## src/design/lru_lfu_lookup_cache_macros.svh

```systemverilog
// ----------------------------------------------------------------------------
// Assertion macros for the lookup cache
// Concurrent assertion wrappers that compile away in synthesis builds.
// ----------------------------------------------------------------------------
`ifndef LRU_LFU_LOOKUP_CACHE_MACROS_SVH
`define LRU_LFU_LOOKUP_CACHE_MACROS_SVH

`ifndef SYNTHESIS
`define LLC_ASSERT(lbl, prop, msg) \
  lbl: assert property (@(posedge clk_i) disable iff (!rst_ni) prop) else $error(msg);
`define LLC_ASSERT_ALWAYS(lbl, prop, msg) \
  lbl: assert property (@(posedge clk_i) prop) else $error(msg);
`else
`define LLC_ASSERT(lbl, prop, msg)
`define LLC_ASSERT_ALWAYS(lbl, prop, msg)
`endif

`endif

```

## src/design/llc_pkg.sv

```systemverilog
// ----------------------------------------------------------------------------
// Lookup cache package
// Field widths, codes and sequencer states shared by the cache files.
// ----------------------------------------------------------------------------
package llc_pkg;

  localparam int KEY_W  = 16;
  localparam int VAL_W  = 32;
  localparam int USES_W = 16;

  localparam logic [USES_W-1:0] USES_MAX = {USES_W{1'b1}};

  typedef enum logic {
    ACT_LOOKUP = 1'b0,
    ACT_INSERT = 1'b1
  } action_e;

  typedef enum logic {
    MODE_LRU = 1'b0,
    MODE_LFU = 1'b1
  } mode_e;

  typedef enum logic [3:0] {
    S_IDLE,
    S_SCAN,
    S_LRU_UPD,
    S_USE_WR,
    S_EV_SCAN,
    S_INS_UPD,
    S_COPY_RD,
    S_COPY_WR,
    S_NEW_WR,
    S_RESP
  } state_e;

endpackage

```

## src/design/llc_req_if.sv

```systemverilog
// ----------------------------------------------------------------------------
// Lookup cache request channel
// Carries one lookup or insert request with a valid/ready handshake.
// ----------------------------------------------------------------------------
interface llc_req_if import llc_pkg::*; ();
  logic                    valid;
  logic                    ready;
  logic                    action;
  logic [KEY_W-1:0]        key;
  logic signed [VAL_W-1:0] value_in;

  modport source (output valid, output action, output key, output value_in, input ready);
  modport sink   (input valid, input action, input key, input value_in, output ready);
endinterface

```

## src/design/llc_rsp_if.sv

```systemverilog
// ----------------------------------------------------------------------------
// Lookup cache response channel
// Carries the hit flag and value of one request with a valid/ready handshake.
// ----------------------------------------------------------------------------
interface llc_rsp_if import llc_pkg::*; ();
  logic                    valid;
  logic                    ready;
  logic                    found;
  logic signed [VAL_W-1:0] value_out;

  modport source (output valid, output found, output value_out, input ready);
  modport sink   (input valid, input found, input value_out, output ready);
endinterface

```

## src/design/llc_cfg_if.sv

```systemverilog
// ----------------------------------------------------------------------------
// Lookup cache configuration channel
// Writes the replacement mode register with a valid/ready handshake.
// ----------------------------------------------------------------------------
interface llc_cfg_if ();
  logic valid;
  logic ready;
  logic replace_mode;

  modport source (output valid, output replace_mode, input ready);
  modport sink   (input valid, input replace_mode, output ready);
endinterface

```

## src/design/lru_lfu_lookup_cache.sv

```systemverilog
// ----------------------------------------------------------------------------
// Fully associative lookup cache with LRU or LFU replacement
// A sequencer sweeps the entry store one entry per cycle through a single
// read port and a single write port.
// ----------------------------------------------------------------------------
// A lookup sweeps the entries for its key; a miss then responds, an LRU hit sweeps
// again to update the ranks and an LFU hit writes the raised use count back. An
// insert sweeps for a victim when full, sweeps to update the ranks, moves the last
// entry into the freed slot when it has to, and then writes the new entry.
// A new request is accepted in the idle state, entered as its response is loaded into a free output.
// Reset clears the occupancy and the mode; the entry store is not cleared.
`include "lru_lfu_lookup_cache_macros.svh"

module lru_lfu_lookup_cache import llc_pkg::*; #(
  parameter int ENTRIES = 8
) (
  input  logic       clk_i,
  input  logic       rst_ni,
  llc_cfg_if.sink    cfg_if,
  llc_req_if.sink    req_if,
  llc_rsp_if.source  rsp_if
);

  localparam int OCC_W = $clog2(ENTRIES + 1);
  localparam int IDX_W = (ENTRIES > 1) ? $clog2(ENTRIES) : 1;
  localparam logic [OCC_W-1:0] FULL     = OCC_W'(ENTRIES);
  localparam logic [IDX_W-1:0] LAST_IDX = IDX_W'(ENTRIES - 1);

  logic [KEY_W-1:0]  key_mem  [ENTRIES];
  logic [VAL_W-1:0]  val_mem  [ENTRIES];
  logic [USES_W-1:0] uses_mem [ENTRIES];
  logic [IDX_W-1:0]  rank_mem [ENTRIES];

  state_e            state_q, state_d;
  logic              mode_q;
  logic [OCC_W-1:0]  occ_q;
  logic [OCC_W-1:0]  iss_q;
  logic              pend_q;
  logic              hit_q;
  logic              out_valid_q;
  logic              lookup_q;

  logic [IDX_W-1:0]  pidx_q;
  logic [KEY_W-1:0]  key_q;
  logic [VAL_W-1:0]  val_q;
  logic [IDX_W-1:0]  best_idx_q;
  logic [IDX_W-1:0]  best_rank_q;
  logic [USES_W-1:0] best_uses_q;
  logic [VAL_W-1:0]  best_val_q;
  logic [KEY_W-1:0]  rd_key_q;
  logic [VAL_W-1:0]  rd_val_q;
  logic [USES_W-1:0] rd_uses_q;
  logic [IDX_W-1:0]  rd_rank_q;
  logic              out_found_q;
  logic [VAL_W-1:0]  out_value_q;

  logic              accept;
  logic              full;
  logic              sweep_state;
  logic              sweep_done;
  logic              out_free;
  logic              lk_match;
  logic              ev_take;

  logic [IDX_W-1:0]  raddr;
  logic [IDX_W-1:0]  waddr;
  logic              we_key, we_val, we_uses, we_rank;
  logic [KEY_W-1:0]  wkey;
  logic [VAL_W-1:0]  wval;
  logic [USES_W-1:0] wuses;
  logic [IDX_W-1:0]  wrank;

  assign cfg_if.ready     = 1'b1;
  assign req_if.ready     = (state_q == S_IDLE);
  assign rsp_if.valid     = out_valid_q;
  assign rsp_if.found     = out_found_q;
  assign rsp_if.value_out = out_value_q;

  assign accept      = req_if.valid && req_if.ready;
  assign full        = (occ_q == FULL);
  assign sweep_state = (state_q == S_SCAN) || (state_q == S_LRU_UPD) ||
                       (state_q == S_EV_SCAN) || (state_q == S_INS_UPD);
  assign sweep_done  = (iss_q == occ_q) && !pend_q;
  assign out_free    = !out_valid_q || rsp_if.ready;

  assign lk_match = pend_q && (rd_key_q == key_q) &&
                    (!hit_q || (rd_rank_q < best_rank_q));

  always_comb begin
    if (mode_q == MODE_LRU) begin
      ev_take = pend_q && (OCC_W'(rd_rank_q) == occ_q - OCC_W'(1));
    end else begin
      ev_take = pend_q && (!hit_q || (rd_uses_q < best_uses_q) ||
                ((rd_uses_q == best_uses_q) && (rd_rank_q < best_rank_q)));
    end
  end

  // Next state.
  always_comb begin
    state_d = state_q;
    unique case (state_q)
      S_IDLE: begin
        if (accept) begin
          if (req_if.action == ACT_INSERT) begin
            state_d = full ? S_EV_SCAN : S_INS_UPD;
          end else begin
            state_d = S_SCAN;
          end
        end
      end
      S_SCAN: begin
        if (sweep_done) begin
          if (!hit_q) begin
            state_d = S_RESP;
          end else if (mode_q == MODE_LFU) begin
            state_d = S_USE_WR;
          end else begin
            state_d = S_LRU_UPD;
          end
        end
      end
      S_LRU_UPD: begin
        if (sweep_done) begin
          state_d = S_RESP;
        end
      end
      S_USE_WR: state_d = S_RESP;
      S_EV_SCAN: begin
        if (sweep_done) begin
          state_d = S_INS_UPD;
        end
      end
      S_INS_UPD: begin
        if (sweep_done) begin
          state_d = (full && (best_idx_q != LAST_IDX)) ? S_COPY_RD : S_NEW_WR;
        end
      end
      S_COPY_RD: state_d = S_COPY_WR;
      S_COPY_WR: state_d = S_NEW_WR;
      S_NEW_WR:  state_d = S_RESP;
      S_RESP: begin
        if (out_free) begin
          state_d = S_IDLE;
        end
      end
      default: state_d = S_IDLE;
    endcase
  end

  // Store port control.
  always_comb begin
    raddr   = (state_q == S_COPY_RD) ? LAST_IDX : iss_q[IDX_W-1:0];
    waddr   = pidx_q;
    we_key  = 1'b0;
    we_val  = 1'b0;
    we_uses = 1'b0;
    we_rank = 1'b0;
    wkey    = rd_key_q;
    wval    = rd_val_q;
    wuses   = rd_uses_q;
    wrank   = rd_rank_q;
    unique case (state_q)
      S_LRU_UPD: begin
        we_rank = pend_q;
        if (pidx_q == best_idx_q) begin
          wrank = '0;
        end else if (rd_rank_q < best_rank_q) begin
          wrank = rd_rank_q + IDX_W'(1);
        end else begin
          wrank = rd_rank_q;
        end
      end
      S_INS_UPD: begin
        we_rank = pend_q;
        if (full && (rd_rank_q > best_rank_q)) begin
          wrank = rd_rank_q;
        end else begin
          wrank = rd_rank_q + IDX_W'(1);
        end
      end
      S_USE_WR: begin
        waddr   = best_idx_q;
        we_uses = 1'b1;
        wuses   = (best_uses_q == USES_MAX) ? best_uses_q : best_uses_q + USES_W'(1);
      end
      S_COPY_WR: begin
        waddr   = best_idx_q;
        we_key  = 1'b1;
        we_val  = 1'b1;
        we_uses = 1'b1;
        we_rank = 1'b1;
      end
      S_NEW_WR: begin
        waddr   = full ? LAST_IDX : occ_q[IDX_W-1:0];
        we_key  = 1'b1;
        we_val  = 1'b1;
        we_uses = 1'b1;
        we_rank = 1'b1;
        wkey    = key_q;
        wval    = val_q;
        wuses   = USES_W'(1);
        wrank   = '0;
      end
      default: begin
        we_rank = 1'b0;
      end
    endcase
  end

  always_ff @(posedge clk_i) begin
    if (we_key) begin
      key_mem[waddr] <= wkey;
    end
    if (we_val) begin
      val_mem[waddr] <= wval;
    end
    if (we_uses) begin
      uses_mem[waddr] <= wuses;
    end
    if (we_rank) begin
      rank_mem[waddr] <= wrank;
    end
    rd_key_q  <= key_mem[raddr];
    rd_val_q  <= val_mem[raddr];
    rd_uses_q <= uses_mem[raddr];
    rd_rank_q <= rank_mem[raddr];
  end

  always_ff @(posedge clk_i or negedge rst_ni) begin
    if (!rst_ni) begin
      state_q     <= S_IDLE;
      mode_q      <= MODE_LRU;
      occ_q       <= '0;
      iss_q       <= '0;
      pend_q      <= 1'b0;
      hit_q       <= 1'b0;
      out_valid_q <= 1'b0;
    end else begin
      state_q <= state_d;
      if (cfg_if.valid) begin
        mode_q <= cfg_if.replace_mode;
      end
      if (state_d != state_q) begin
        iss_q  <= '0;
        pend_q <= 1'b0;
      end else if (sweep_state) begin
        pend_q <= (iss_q < occ_q);
        if (iss_q < occ_q) begin
          iss_q <= iss_q + OCC_W'(1);
        end
      end
      if (accept) begin
        hit_q <= 1'b0;
      end else if ((state_q == S_SCAN && lk_match) || (state_q == S_EV_SCAN && ev_take)) begin
        hit_q <= 1'b1;
      end
      if (state_q == S_NEW_WR && !full) begin
        occ_q <= occ_q + OCC_W'(1);
      end
      if (state_q == S_RESP && out_free) begin
        out_valid_q <= 1'b1;
      end else if (rsp_if.ready) begin
        out_valid_q <= 1'b0;
      end
    end
  end

  always_ff @(posedge clk_i) begin
    pidx_q <= iss_q[IDX_W-1:0];
    if (accept) begin
      key_q <= req_if.key;
      val_q <= req_if.value_in;
    end
    if ((state_q == S_SCAN && lk_match) || (state_q == S_EV_SCAN && ev_take)) begin
      best_idx_q  <= pidx_q;
      best_rank_q <= rd_rank_q;
      best_uses_q <= rd_uses_q;
      best_val_q  <= rd_val_q;
    end
    if (state_q == S_RESP && out_free) begin
      out_found_q <= hit_q && lookup_q;
      out_value_q <= (hit_q && lookup_q) ? best_val_q : '0;
    end
  end

  always_ff @(posedge clk_i) begin
    if (accept) begin
      lookup_q <= (req_if.action == ACT_LOOKUP);
    end
  end

  `LLC_ASSERT(a_occ_bound, occ_q <= FULL, "occupancy above the entry count")
  `LLC_ASSERT(a_sweep_bound, iss_q <= occ_q, "sweep counter passed the occupancy")
  `LLC_ASSERT(a_occ_step,
    (occ_q != $past(occ_q)) |->
      ($past(state_q) == S_NEW_WR) && (occ_q == $past(occ_q) + OCC_W'(1)),
    "occupancy changed outside an insert write")
  `LLC_ASSERT(a_rsp_src, $rose(out_valid_q) |-> ($past(state_q) == S_RESP),
    "response raised outside the response state")
  `LLC_ASSERT_ALWAYS(a_rst_idle, !rst_ni |=> (state_q == S_IDLE) || rst_ni,
    "sequencer not idle after reset")

endmodule

```

## src/flat_wrapper.sv

```systemverilog
// flat-port wrapper written by rule: the top's interface ports become plain ports
module lru_lfu_lookup_cache_flat import llc_pkg::*;
#(
  parameter int ENTRIES = 8
)
  (clk_i, rst_ni, cfg_if_valid, cfg_if_replace_mode, cfg_if_ready, req_if_valid, req_if_action, req_if_key, req_if_value_in, req_if_ready, rsp_if_valid, rsp_if_found, rsp_if_value_out, rsp_if_ready);
  llc_cfg_if cfg_if_i ();
  llc_req_if req_if_i ();
  llc_rsp_if rsp_if_i ();
  input  logic clk_i;
  input  logic rst_ni;
  input wire logic [$bits(cfg_if_i.valid)-1:0] cfg_if_valid;
  input wire logic [$bits(cfg_if_i.replace_mode)-1:0] cfg_if_replace_mode;
  output wire logic [$bits(cfg_if_i.ready)-1:0] cfg_if_ready;
  input wire logic [$bits(req_if_i.valid)-1:0] req_if_valid;
  input wire logic [$bits(req_if_i.action)-1:0] req_if_action;
  input wire logic [$bits(req_if_i.key)-1:0] req_if_key;
  input wire logic [$bits(req_if_i.value_in)-1:0] req_if_value_in;
  output wire logic [$bits(req_if_i.ready)-1:0] req_if_ready;
  output wire logic [$bits(rsp_if_i.valid)-1:0] rsp_if_valid;
  output wire logic [$bits(rsp_if_i.found)-1:0] rsp_if_found;
  output wire logic [$bits(rsp_if_i.value_out)-1:0] rsp_if_value_out;
  input wire logic [$bits(rsp_if_i.ready)-1:0] rsp_if_ready;
  assign cfg_if_i.valid = cfg_if_valid;
  assign cfg_if_i.replace_mode = cfg_if_replace_mode;
  assign cfg_if_ready = cfg_if_i.ready;
  assign req_if_i.valid = req_if_valid;
  assign req_if_i.action = req_if_action;
  assign req_if_i.key = req_if_key;
  assign req_if_i.value_in = req_if_value_in;
  assign req_if_ready = req_if_i.ready;
  assign rsp_if_valid = rsp_if_i.valid;
  assign rsp_if_found = rsp_if_i.found;
  assign rsp_if_value_out = rsp_if_i.value_out;
  assign rsp_if_i.ready = rsp_if_ready;
  lru_lfu_lookup_cache #(.ENTRIES(ENTRIES)) u_core (.clk_i(clk_i), .rst_ni(rst_ni), .cfg_if(cfg_if_i), .req_if(req_if_i), .rsp_if(rsp_if_i));
endmodule
```

## config.mk

```make
export PLATFORM = sky130hd
export DESIGN_NAME = lru_lfu_lookup_cache_flat
export DESIGN_NICKNAME = d
export VERILOG_FILES = /design/src/design/llc_pkg.sv /design/src/design/llc_req_if.sv /design/src/design/llc_rsp_if.sv /design/src/design/llc_cfg_if.sv /design/src/design/lru_lfu_lookup_cache.sv /design/src/flat_wrapper.sv
export VERILOG_INCLUDE_DIRS = /design/src /design/src/design
export SDC_FILE = /design/constraint.sdc
export NUM_CORES = 1
export LEC_CHECK = 0
export ABC_AREA = 1
export BUFFER_PORTS_ARGS = -buffer_cell sky130_fd_sc_hd__buf_2
export CAP_MARGIN = 0
export CORE_UTILIZATION = 55
export DETAILED_ROUTE_END_ITERATION = 7
export HOLD_SLACK_MARGIN = 0.03
export PLACE_DENSITY = 0.72
export SETUP_SLACK_MARGIN = 0.2
export SYNTH_ARGS = -nofsm -noshare
export SYNTH_HDL_FRONTEND = slang
export SYNTH_SLANG_ARGS = --single-unit
```

## constraint.sdc

```tcl
create_clock -name clk_i -period 11.5 [get_ports clk_i]
set_clock_uncertainty 0.05 [all_clocks]
set_input_delay 0 -clock clk_i [delete_from_list [all_inputs] [get_ports clk_i]]
set_output_delay 0 -clock clk_i [all_outputs]
set_load 0.01 [all_outputs]
```

### Word-level counts from Yosys, hierarchy flattened

Memory sizes are Yosys's and may differ from the RTL's. A register that Yosys moved wholly into a read port is not among the register bits.
Cells that the tools add are included.

* ROM bits: 0
* logic and storage cells: 128
* RAM bits: 536
* input bits: 55
* flip-flop bits (word level): 155
* bits in latches: 0
* memories kept: 4

Memories
* u_core.val_mem: words 8, width 32, read ports 1, clocked after memory_dff 1, wr ports 1, RTL line lru_lfu_lookup_cache.sv:30 `logic [VAL_W-1:0] val_mem [ENTRIES];`
* u_core.key_mem: words 8, width 16, read ports 1, clocked after memory_dff 1, wr ports 1, RTL line lru_lfu_lookup_cache.sv:29 `logic [KEY_W-1:0] key_mem [ENTRIES];`
* u_core.uses_mem: words 8, width 16, read ports 1, clocked after memory_dff 1, wr ports 1, RTL line lru_lfu_lookup_cache.sv:31 `logic [USES_W-1:0] uses_mem [ENTRIES];`
* u_core.rank_mem: words 8, width 3, read ports 1, clocked after memory_dff 1, wr ports 1, RTL line lru_lfu_lookup_cache.sv:32 `logic [IDX_W-1:0] rank_mem [ENTRIES];`

* equal/unequal tests: 18
* magnitude comparators: 4
* multiply operators: 0
* add/subtract/negate cells: 5
* multiplexer cells: 42
* reductions and logical operators: 37
* divide/modulo/power cells: 0
* shifts and indexed selects: 0
* bitwise operators: 1

Operators with widths (number)
* 2-to-1 mux 4 bit: 12
* case mux 4 bit (9 select lines): 1
* == test 16 bit: 2
* 2-to-1 mux 16 bit: 2
* 2-to-1 mux 32 bit: 1
* case mux 16 bit (2 select lines): 1
* 2-to-1 mux 1 bit: 17
* adder 16 x 1 -> 16 bit, second input constant: 1
* == test 16 bit, second input constant: 1
* == test 4 x 3 -> 1 bit, second input constant: 4
* < comparator 16 bit: 1
* 2-to-1 mux 3 bit: 5
* logical AND 1 bit: 14
* == test 4 bit, second input constant: 3
* case mux 3 bit (3 select lines): 1
* adder 4 x 1 -> 4 bit, second input constant: 2
* == test 4 x 2 -> 1 bit, second input constant: 2
* logical OR 1 bit: 8
* nonzero test 2 bit: 4
* OR reduction 2 bit: 4
* case mux 3 bit (2 select lines): 1
* == test 3 x 4 -> 1 bit: 1
* == test 4 x 1 -> 1 bit, second input constant: 1
* == test 4 bit: 1
* other kinds (14): 17

### Logic depth before layout (Yosys ltp)

Gate-level depths: netlist (run 1).

* depth after elaboration: 9
* gate-level depth with buffers: 15
* depth with buffers taken out: 15

### Worst setup path after synthesis (run 1)

Ideal clock, no wire load.

* path type: register to register
* from: reg u_core.occ_q[0]
* to: mem u_core.key_mem[0][0], enable pin
* path slack: 7.393 ns
* cell stages (with the launch flop): 12
* library setup time: 0.454 ns
* buffers on the path: 0
* data arrival time: 3.603 ns
* required time: 10.996 ns
* period minus slack after synthesis: 4.107 ns
* cell sequence: dfrtp_1 > inv_1 > ha_1 > nand3_1 > inv_1 > o21ai_0 > o21ai_0 > a21oi_2 > inv_1 > nor2_1 > nand2_1 > nor2_1

* word-level cells in the longest chain between the ends: 3

Ends and longest elaborated chain
* start, declared: RTL line lru_lfu_lookup_cache.sv:36 `logic [OCC_W-1:0] occ_q;`
* start signal, assigned: RTL line lru_lfu_lookup_cache.sv:258 `occ_q <= occ_q + OCC_W'(1);`
* == test 4 bit: RTL line lru_lfu_lookup_cache.sv:80 `assign full = (occ_q == FULL);`
* 2-to-1 mux 3 bit (*): RTL line lru_lfu_lookup_cache.sv:194 `waddr = full ? LAST_IDX : occ_q[IDX_W-1:0];`
* case mux 3 bit (2 select lines) (*): RTL line lru_lfu_lookup_cache.sv:162 `unique case (state_q)`
* end, declared: RTL line lru_lfu_lookup_cache.sv:29

Every way passes the cells marked *; elsewhere a longest branch is shown, timed or not.

### Worst setup path after layout (run 1)

* from: reg u_core.iss_q[0]
* to: reg u_core.rd_val_q[30], read port of u_core.val_mem

* word-level cells in the longest chain between the ends: 1

Ends and longest elaborated chain
* start, declared: RTL line lru_lfu_lookup_cache.sv:37 `logic [OCC_W-1:0] iss_q;`
* start signal, assigned: RTL line lru_lfu_lookup_cache.sv:249 `iss_q <= iss_q + OCC_W'(1);`
* 2-to-1 mux 3 bit: RTL line lru_lfu_lookup_cache.sv:152 `raddr = (state_q == S_COPY_RD) ? LAST_IDX : iss_q[IDX_W-1:0];`
* end, declared: RTL line lru_lfu_lookup_cache.sv:51 `logic [VAL_W-1:0] rd_val_q;`

No other way between the ends.
A chain may end at the register's enable or synchronous reset.

==> results of run 1 <==
==> metal layers <==
metal / vias up / share of wire / GRT usage
li1: 8443 / - / -
met1: 9117 / 0.42 / 0.3359
met2: 744 / 0.48 / 0.4039
met3: 96 / 0.071 / 0.03664
met4: 0 / 0.020 / 0.07761
met5: - / 0 / 0
==> placed cells by master, fill, tap and decap left out, types with 2 or more instances in the layout <==
cell	count
clkbuf_16	75
bufinv_16	12
ha_1	28
a21oi_1	84
nor2_1	91
nand3_1	159
nand4_1	18
nor4_1	3
nor3_1	13
dfrtp_1	15
nor2_2	4
inv_1	96
clkinv_1	8
inv_2	11
a31oi_1	68
buf_4	30
clkinvlp_4	2
nor2_4	15
edfxtp_1	672
a31o_1	2
inv_6	7
clkinv_2	10
o221ai_1	134
dfxtp_1	70
clkbuf_8	3
nand2_1	535
o21ai_0	36
buf_2	89
dlygate4sd3_1	79
nand2_2	2
xnor2_1	17
clkbuf_1	20
xor2_1	15
==> sequential cells by signal (all words and copies together), names as in the netlist, 24 cells and up <==
register	count
u_core.val_q	32
u_core.rank_mem	24
u_core.key_mem	128
u_core.best_val_q	32
u_core.uses_mem	128
u_core.val_mem	256
u_core.rd_val_q	32
u_core.rsp_if.value_out	32
==> report_power, final <==
group	total (uW)	internal (uW)	leakage [uW]	switching, uW
Clock	2520	1500	0.00123	1020
Sequential	3860	3680	0.00688	174
Combinational	1350	353	0.00406	994
Total	7720	5540	0.0122	2180
==> worst max-delay path: cells and delay by family (launching register included) <==
family / cells / cell delay (ns)
buffers and inverters: 4 / 2.70
DFF: 1 / 0.79
AOI/OAI and AO/OA: 2 / 0.31
and+or+nand+nor: 3 / 0.68
==> synthesized netlist by cell type, types with 16 or more instances <==
library cell	number	area [um^2]
edfxtp_1	672	20180
nand2_1	535	2008
nand3_1	159	795.8
o221ai_1	134	1174
nor2_1	101	379.1
inv_1	97	364.1
a21oi_1	84	420.4
dfxtp_1	70	1401
a31oi_1	68	425.4
clkbuf_1	57	214.0
buf_2	51	255.2
o21ai_0	36	180.2
ha_1	28	350.3
nand4_1	18	112.6
xnor2_1	17	148.9
dfrtp_1	16	400.4
==> stage by stage <==
stage	power [uW]	util	hold WS [ns]	setup slack [ns]
CTS	7745	0.6407	0.03028	6.740
finish	7721	0.6407	0.05153	6.762
global placement	5150	0.5778	-0.1147	7.021
floorplan	4734	-	-0.3456	7.393
detailed placement	5218	0.5778	-0.1031	6.852
global route	8038	0.6407	0.04146	6.336
==> area by class of cell <==
class / count / area, um^2 / share of cell area
Sequential cell: 758 / 21980 / 0.6516
Tap cell: 688 / 860.8 / 0.02552
Timing Repair Buffer: 198 / 1461 / 0.04332
Clock inverter: 39 / 528.0 / 0.01565
Clock buffer: 98 / 1993 / 0.05908
Inverter: 109 / 419.2 / 0.01242
Multi-Input combinational cell: 1235 / 6490 / 0.1924
==> path summary, 6_finish.rpt <==
| path | cells past startpoint | slack, ns | startpoint | endpoint |
|---|---|---|---|---|
| hold / removal | 2 | 0.05 | req_if_value_in[16] | u_core.val_q[16] |
| setup reg to reg | 9 | 6.76 | u_core.iss_q[0] | u_core.rd_val_q[30] |
| min in group asynchronous | 3 | 0.53 | rst_ni | u_core.occ_q[1] |
| hold reg to reg | 0 | 0.38 | u_core.rd_val_q[18] | u_core.best_val_q[18] |
| setup / recovery | 9 | 6.76 | u_core.iss_q[0] | u_core.rd_val_q[30] |
| max in group asynchronous | 3 | 10.27 | rst_ni | u_core.iss_q[0] |
==> kinds of logic after synthesis <==
kind of cell | after synthesis | synth area share
XOR/XNOR | 32 | 0.009558
buffers and inverters | 227 | 0.03200
other | 1 | 0.0001279
flip-flops | 758 | 0.7496
adder cells (fa/ha/maj) | 28 | 0.01195
AND/OR/NAND/NOR | 844 | 0.1193
AO/OA/AOI/OAI | 330 | 0.07748
==> repair_timing <==
item	CTS	global route
hold buffers	79	0
gates resized for setup	0	0
hold endpoints to repair	71	0
==> impl_metrics.tcl, run 1 <==
set metrics [dict create \
    syn2layout_area_growth_pct 15.05 \
    viasPerCell 5.888 \
    cp_slowest_cell "buf_4" \
    antenna_found_initial 0 \
    syn-cell-area_um2 29320 \
    cp-start-kind "register" \
    worstSetupEndpointType "register" \
    dp.cells 2909 \
    stdcell_area_um2 33740 \
    via_count 18400 \
    setup-tns-final_ns 0 \
    slew_headroom 0.2097 \
    fill_cells 3688 \
    period_needed_ns 4.738 \
    routed_wl_um 65120 \
    slew_violations 0 \
    max_stage_delay_ns 0.83 \
    cp_cell_sequence "inv_1 > nand2_4 > inv_6 > buf_4 > buf_4 > nand2_1 > nand3_1 > a21oi_1 > a31oi_1" \
    grt_first_pass_wirelength_um 101300 \
    core_area_um2 52660 \
    worst-path-max-fanout 111 \
    die_x_um 232.9 \
    instances_no_fill 3125 \
    fmax_mhz 211.1 \
    cts_inserted_buffers 74 \
    cts_max_level 3 \
    path_class "reg2reg" \
    numClockSinks 758 \
    syn_area_per_cell_um2 13.21 \
    grt_overflow 0 \
    drt_first_pass_iters 5 \
    cp.required_ns 11.97 \
    ys.flop_type "edfxtp_1" \
    syn_nets 2303 \
    cts_setup_buffers 0 \
    async_flop_share 0.02111 \
    seq_area_frac_synth 0.7496 \
    clock_latency_ns 0.62 \
    place.gp.congestion 0.9013 \
    drt_iter0_markers 1648 \
    hp-class "in2reg" \
    finalHoldViolCount 0 \
    cts_tree "built" \
    grt_use_total 0.2448 \
    worstPathArrival_ns 5.21 \
    dp_hpwl_um 34520 \
    crit_top_cell "buf_4" \
    synth_cell_types 38 \
    maxCapViolations 0 \
    grt_max_degree 112 \
    clk_path_buf_depth 3 \
    post_dp_cell_area_um2 30430 \
    ys_ff_latch 758 \
    grt_pass1_vias 18163 \
    post-route-period-util 0.4120 \
    portBuffers 89 \
    rows 84 \
    synthCells 2220 \
    tightest_slew_ns 1.173 \
    status "complete, no violations" \
    ctsRootBufferMaster "clkbuf_16" \
    fin_nets 2459 \
    p_per_area_nw_per_um2 228.9 \
    synth_edf_count 672 \
    rsz0062_at_grt "false" \
    wl_per_cell_um 20.84 \
    diodes 0 \
    die_height_um 232.9 \
    yosysWarnings 0 \
    io_pins 91 \
    drive_above_1_share 0.1100 \
    dieArea_um2 54240 \
    drcViolationCount 0 \
    clkTransAtPathRegs_ns 0.06 \
    start_util 0.5569 \
    setup_viol 0 \
    ir_worst_vdd_mv 0.1305 \
    antenna_left 0 \
    p_leak_uw 0.01217 \
]
(Power assumes the default switching activity.)
==> inputs of run 2 (changes only) <==
--- a/config.mk
+++ b/config.mk
@@ -12,7 +12,7 @@
 export CORE_UTILIZATION = 55
 export DETAILED_ROUTE_END_ITERATION = 7
 export HOLD_SLACK_MARGIN = 0.03
-export PLACE_DENSITY = 0.72
+export PLACE_DENSITY = 0.75
 export SETUP_SLACK_MARGIN = 0.2
 export SYNTH_ARGS = -nofsm -noshare
 export SYNTH_HDL_FRONTEND = slang
==> constraint.sdc (replaced) <==
create_clock -name clk_i -period 3.8 [get_ports clk_i]
set_clock_uncertainty 0.05 [all_clocks]
set_input_delay 0 -clock clk_i [delete_from_list [all_inputs] [get_ports clk_i]]
set_output_delay 0 -clock clk_i [all_outputs]
set_load 0.01 [all_outputs]
==> run 2 against run 1 <==
Net effect:
- final area grew 0.77%
- final cell count grew 0.38%
- largest cell class unchanged
- critical path type unchanged
- core utilization grew 0.49 points
- worst setup slack lost 6.0 ns
- combinational power grew to 3.1 times the previous value
- first-iteration DRC count grew 20%
==> impl_metrics.tcl, run 2 (synthesized netlist as in run 1, its figures left out) <==
set metrics [dict create \
    finalHoldViolCount 0 \
    post_dp_cell_area_um2 30720 \
    drt_iter0_markers 1976 \
    p_per_area_nw_per_um2 683.9 \
    reg.largest.list "u_core.val_mem (256), u_core.key_mem (128), u_core.uses_mem (128)" \
    fmax_mhz 333.9 \
    core_area_um2 52660 \
    antenna_found_initial 1 \
    routed_wl_um 67220 \
    drive_above_1_share 0.1123 \
    start_util 0.5569 \
    grt_max_degree 135 \
    drt_first_pass_iters 6 \
    antenna_left 0 \
    regArea_um2 21980 \
    hp-class "in2reg" \
    numClockSinks 758 \
    largest_reg_flops 256 \
    wl_met1_um 26710 \
    cp.required_ns 4.02 \
    grt_overflow 0 \
    grt_pass1_vias 18622 \
    clock_latency_ns 0.62 \
    highest-signal-layer "met5" \
    utilization 0.6456 \
    die_x_um 232.9 \
    multi_input_area_um2 6490 \
    period_needed_ns 2.995 \
    cts_tree "built" \
    stdcell_area_um2 34000 \
    slew_violations 0 \
    viasPerCell 5.995 \
    most-common-layout-cells "672 x edfxtp_1, 535 x nand2_1, 159 x nand3_1" \
    cp-start-kind "register" \
    worstPathArrival_ns 3.21 \
    grt_use_total 0.2508 \
    cts_setup_buffers 0 \
    post-route-period-util 0.7882 \
    diodes 0 \
    portBuffers 89 \
    grt_first_pass_wirelength_um 103100 \
    top_register "u_core.val_mem" \
    place.gp.congestion 0.9347 \
    worstSetupEndpointType "register" \
    wl_per_cell_um 21.43 \
    io_pins 91 \
    route.met2.wl_um 33090 \
    rsz0062_at_grt "false" \
    path_class "reg2reg" \
    via_count 18806 \
    status "complete, no violations" \
    dieArea_um2 54240 \
    ctsResizeCount 0 \
    ctsRootBufferMaster "clkbuf_16" \
    setup-tns-final_ns 0 \
    clk_path_buf_depth 3 \
    fin_nets 2471 \
    drcViolationCount 0 \
    rows 84 \
    syn2layout_area_growth_pct 15.93 \
    cts_max_level 3 \
    fill_cells 3601 \
    p_leak_uw 0.01228 \
    cts_inserted_buffers 74 \
    clkTransAtPathRegs_ns 0.06 \
    slew_headroom 0.2218 \
    layout_commonest_cell "edfxtp_1" \
    wl_met3_um 5394 \
    setup_viol 0 \
    tightest_slew_ns 1.155 \
    maxCapViolations 0 \
    dp_hpwl_um 36160 \
    ir_worst_vdd_mv 0.6071 \
    worst-path-max-fanout 44 \
    die_height_um 232.9 \
]
-- run 2: cell count changes in the layout (fill, tap and decap cells not counted), sizes merged --
cell         before  now
dlygate4sd3      79   80
bufinv           12    8
clkinvlp          2    1
inv             115  110
clkbuf           98  105
clkinv           19   22
buf             119  130
-- run 2: metrics by stage --
| step | instances | hold WS, ns | total power, uW | setup WS, ns |
|---|---|---|---|---|
| detailed placement | 2920 | -0.09601 | 15890 | 0.8909 |
| floorplan | 2220 | -0.3456 | 14330 | 0.4892 |
| global route | 3137 | 0.03759 | 24190 | 0.5792 |
| finish | 3137 | 0.04432 | 23250 | 0.8047 |
| global placement | 2920 | -0.1111 | 15640 | 0.9539 |
| CTS | 3137 | 0.03139 | 23280 | 0.8545 |
-- run 2: critical path: stages, from the launching register on --
cell     delay [ns]
dfrtp_1        0.51
inv_1          0.11
ha_1           0.25
nand3_1        0.15
inv_1          0.09
o21ai_0        0.13
o21ai_0        0.14
a21oi_2        0.19
inv_1          0.08
nor2_1         0.16
nand2_1        0.14
nor2_4         0.25
buf_12         0.36
-- run 2: worst paths after layout --
check,start,to,slack [ns],cells past startpoint
min,req_if_value_in[7],u_core.val_q[7],0.04,2
min reg2reg,u_core.rd_val_q[3],u_core.best_val_q[3],0.38,0
max in group asynchronous,rst_ni,u_core.iss_q[0],2.61,3
min in group asynchronous,rst_ni,u_core.rsp_if.valid,0.51,3
max,u_core.occ_q[0],u_core.val_mem[1][30],0.80,12
max reg2reg,u_core.occ_q[0],u_core.val_mem[1][30],0.80,12
-- run 2: area by class of cell --
class | instances | share of cell area
clock buffer | 105 | 0.06091
clock inverter | 32 | 0.01189
inverter | 109 | 0.01233
multi-input combinational | 1235 | 0.1909
sequential | 758 | 0.6467
tap | 688 | 0.02532
timing repair buffer | 210 | 0.05197
-- run 2: power breakdown --
part | internal, uW | switching, uW | total, uW
Sequential | 11100 | 519 | 11700
Clock | 4370 | 3010 | 7380
Combinational | 1140 | 3070 | 4210
-- run 2: layer usage --
layer	GRT usage	up-vias
met5	0	-
met2	0.4159	871
met4	0.09355	2
li1	-	8466
met1	0.3323	9311
met3	0.04375	156
-- run 2: what timing repair did --
item | 4_1_cts | 5_1_grt
hold buffers | 80 | 0
endpoints found under the setup margin | 0 | 0
endpoints found under the hold margin | 81 | 0
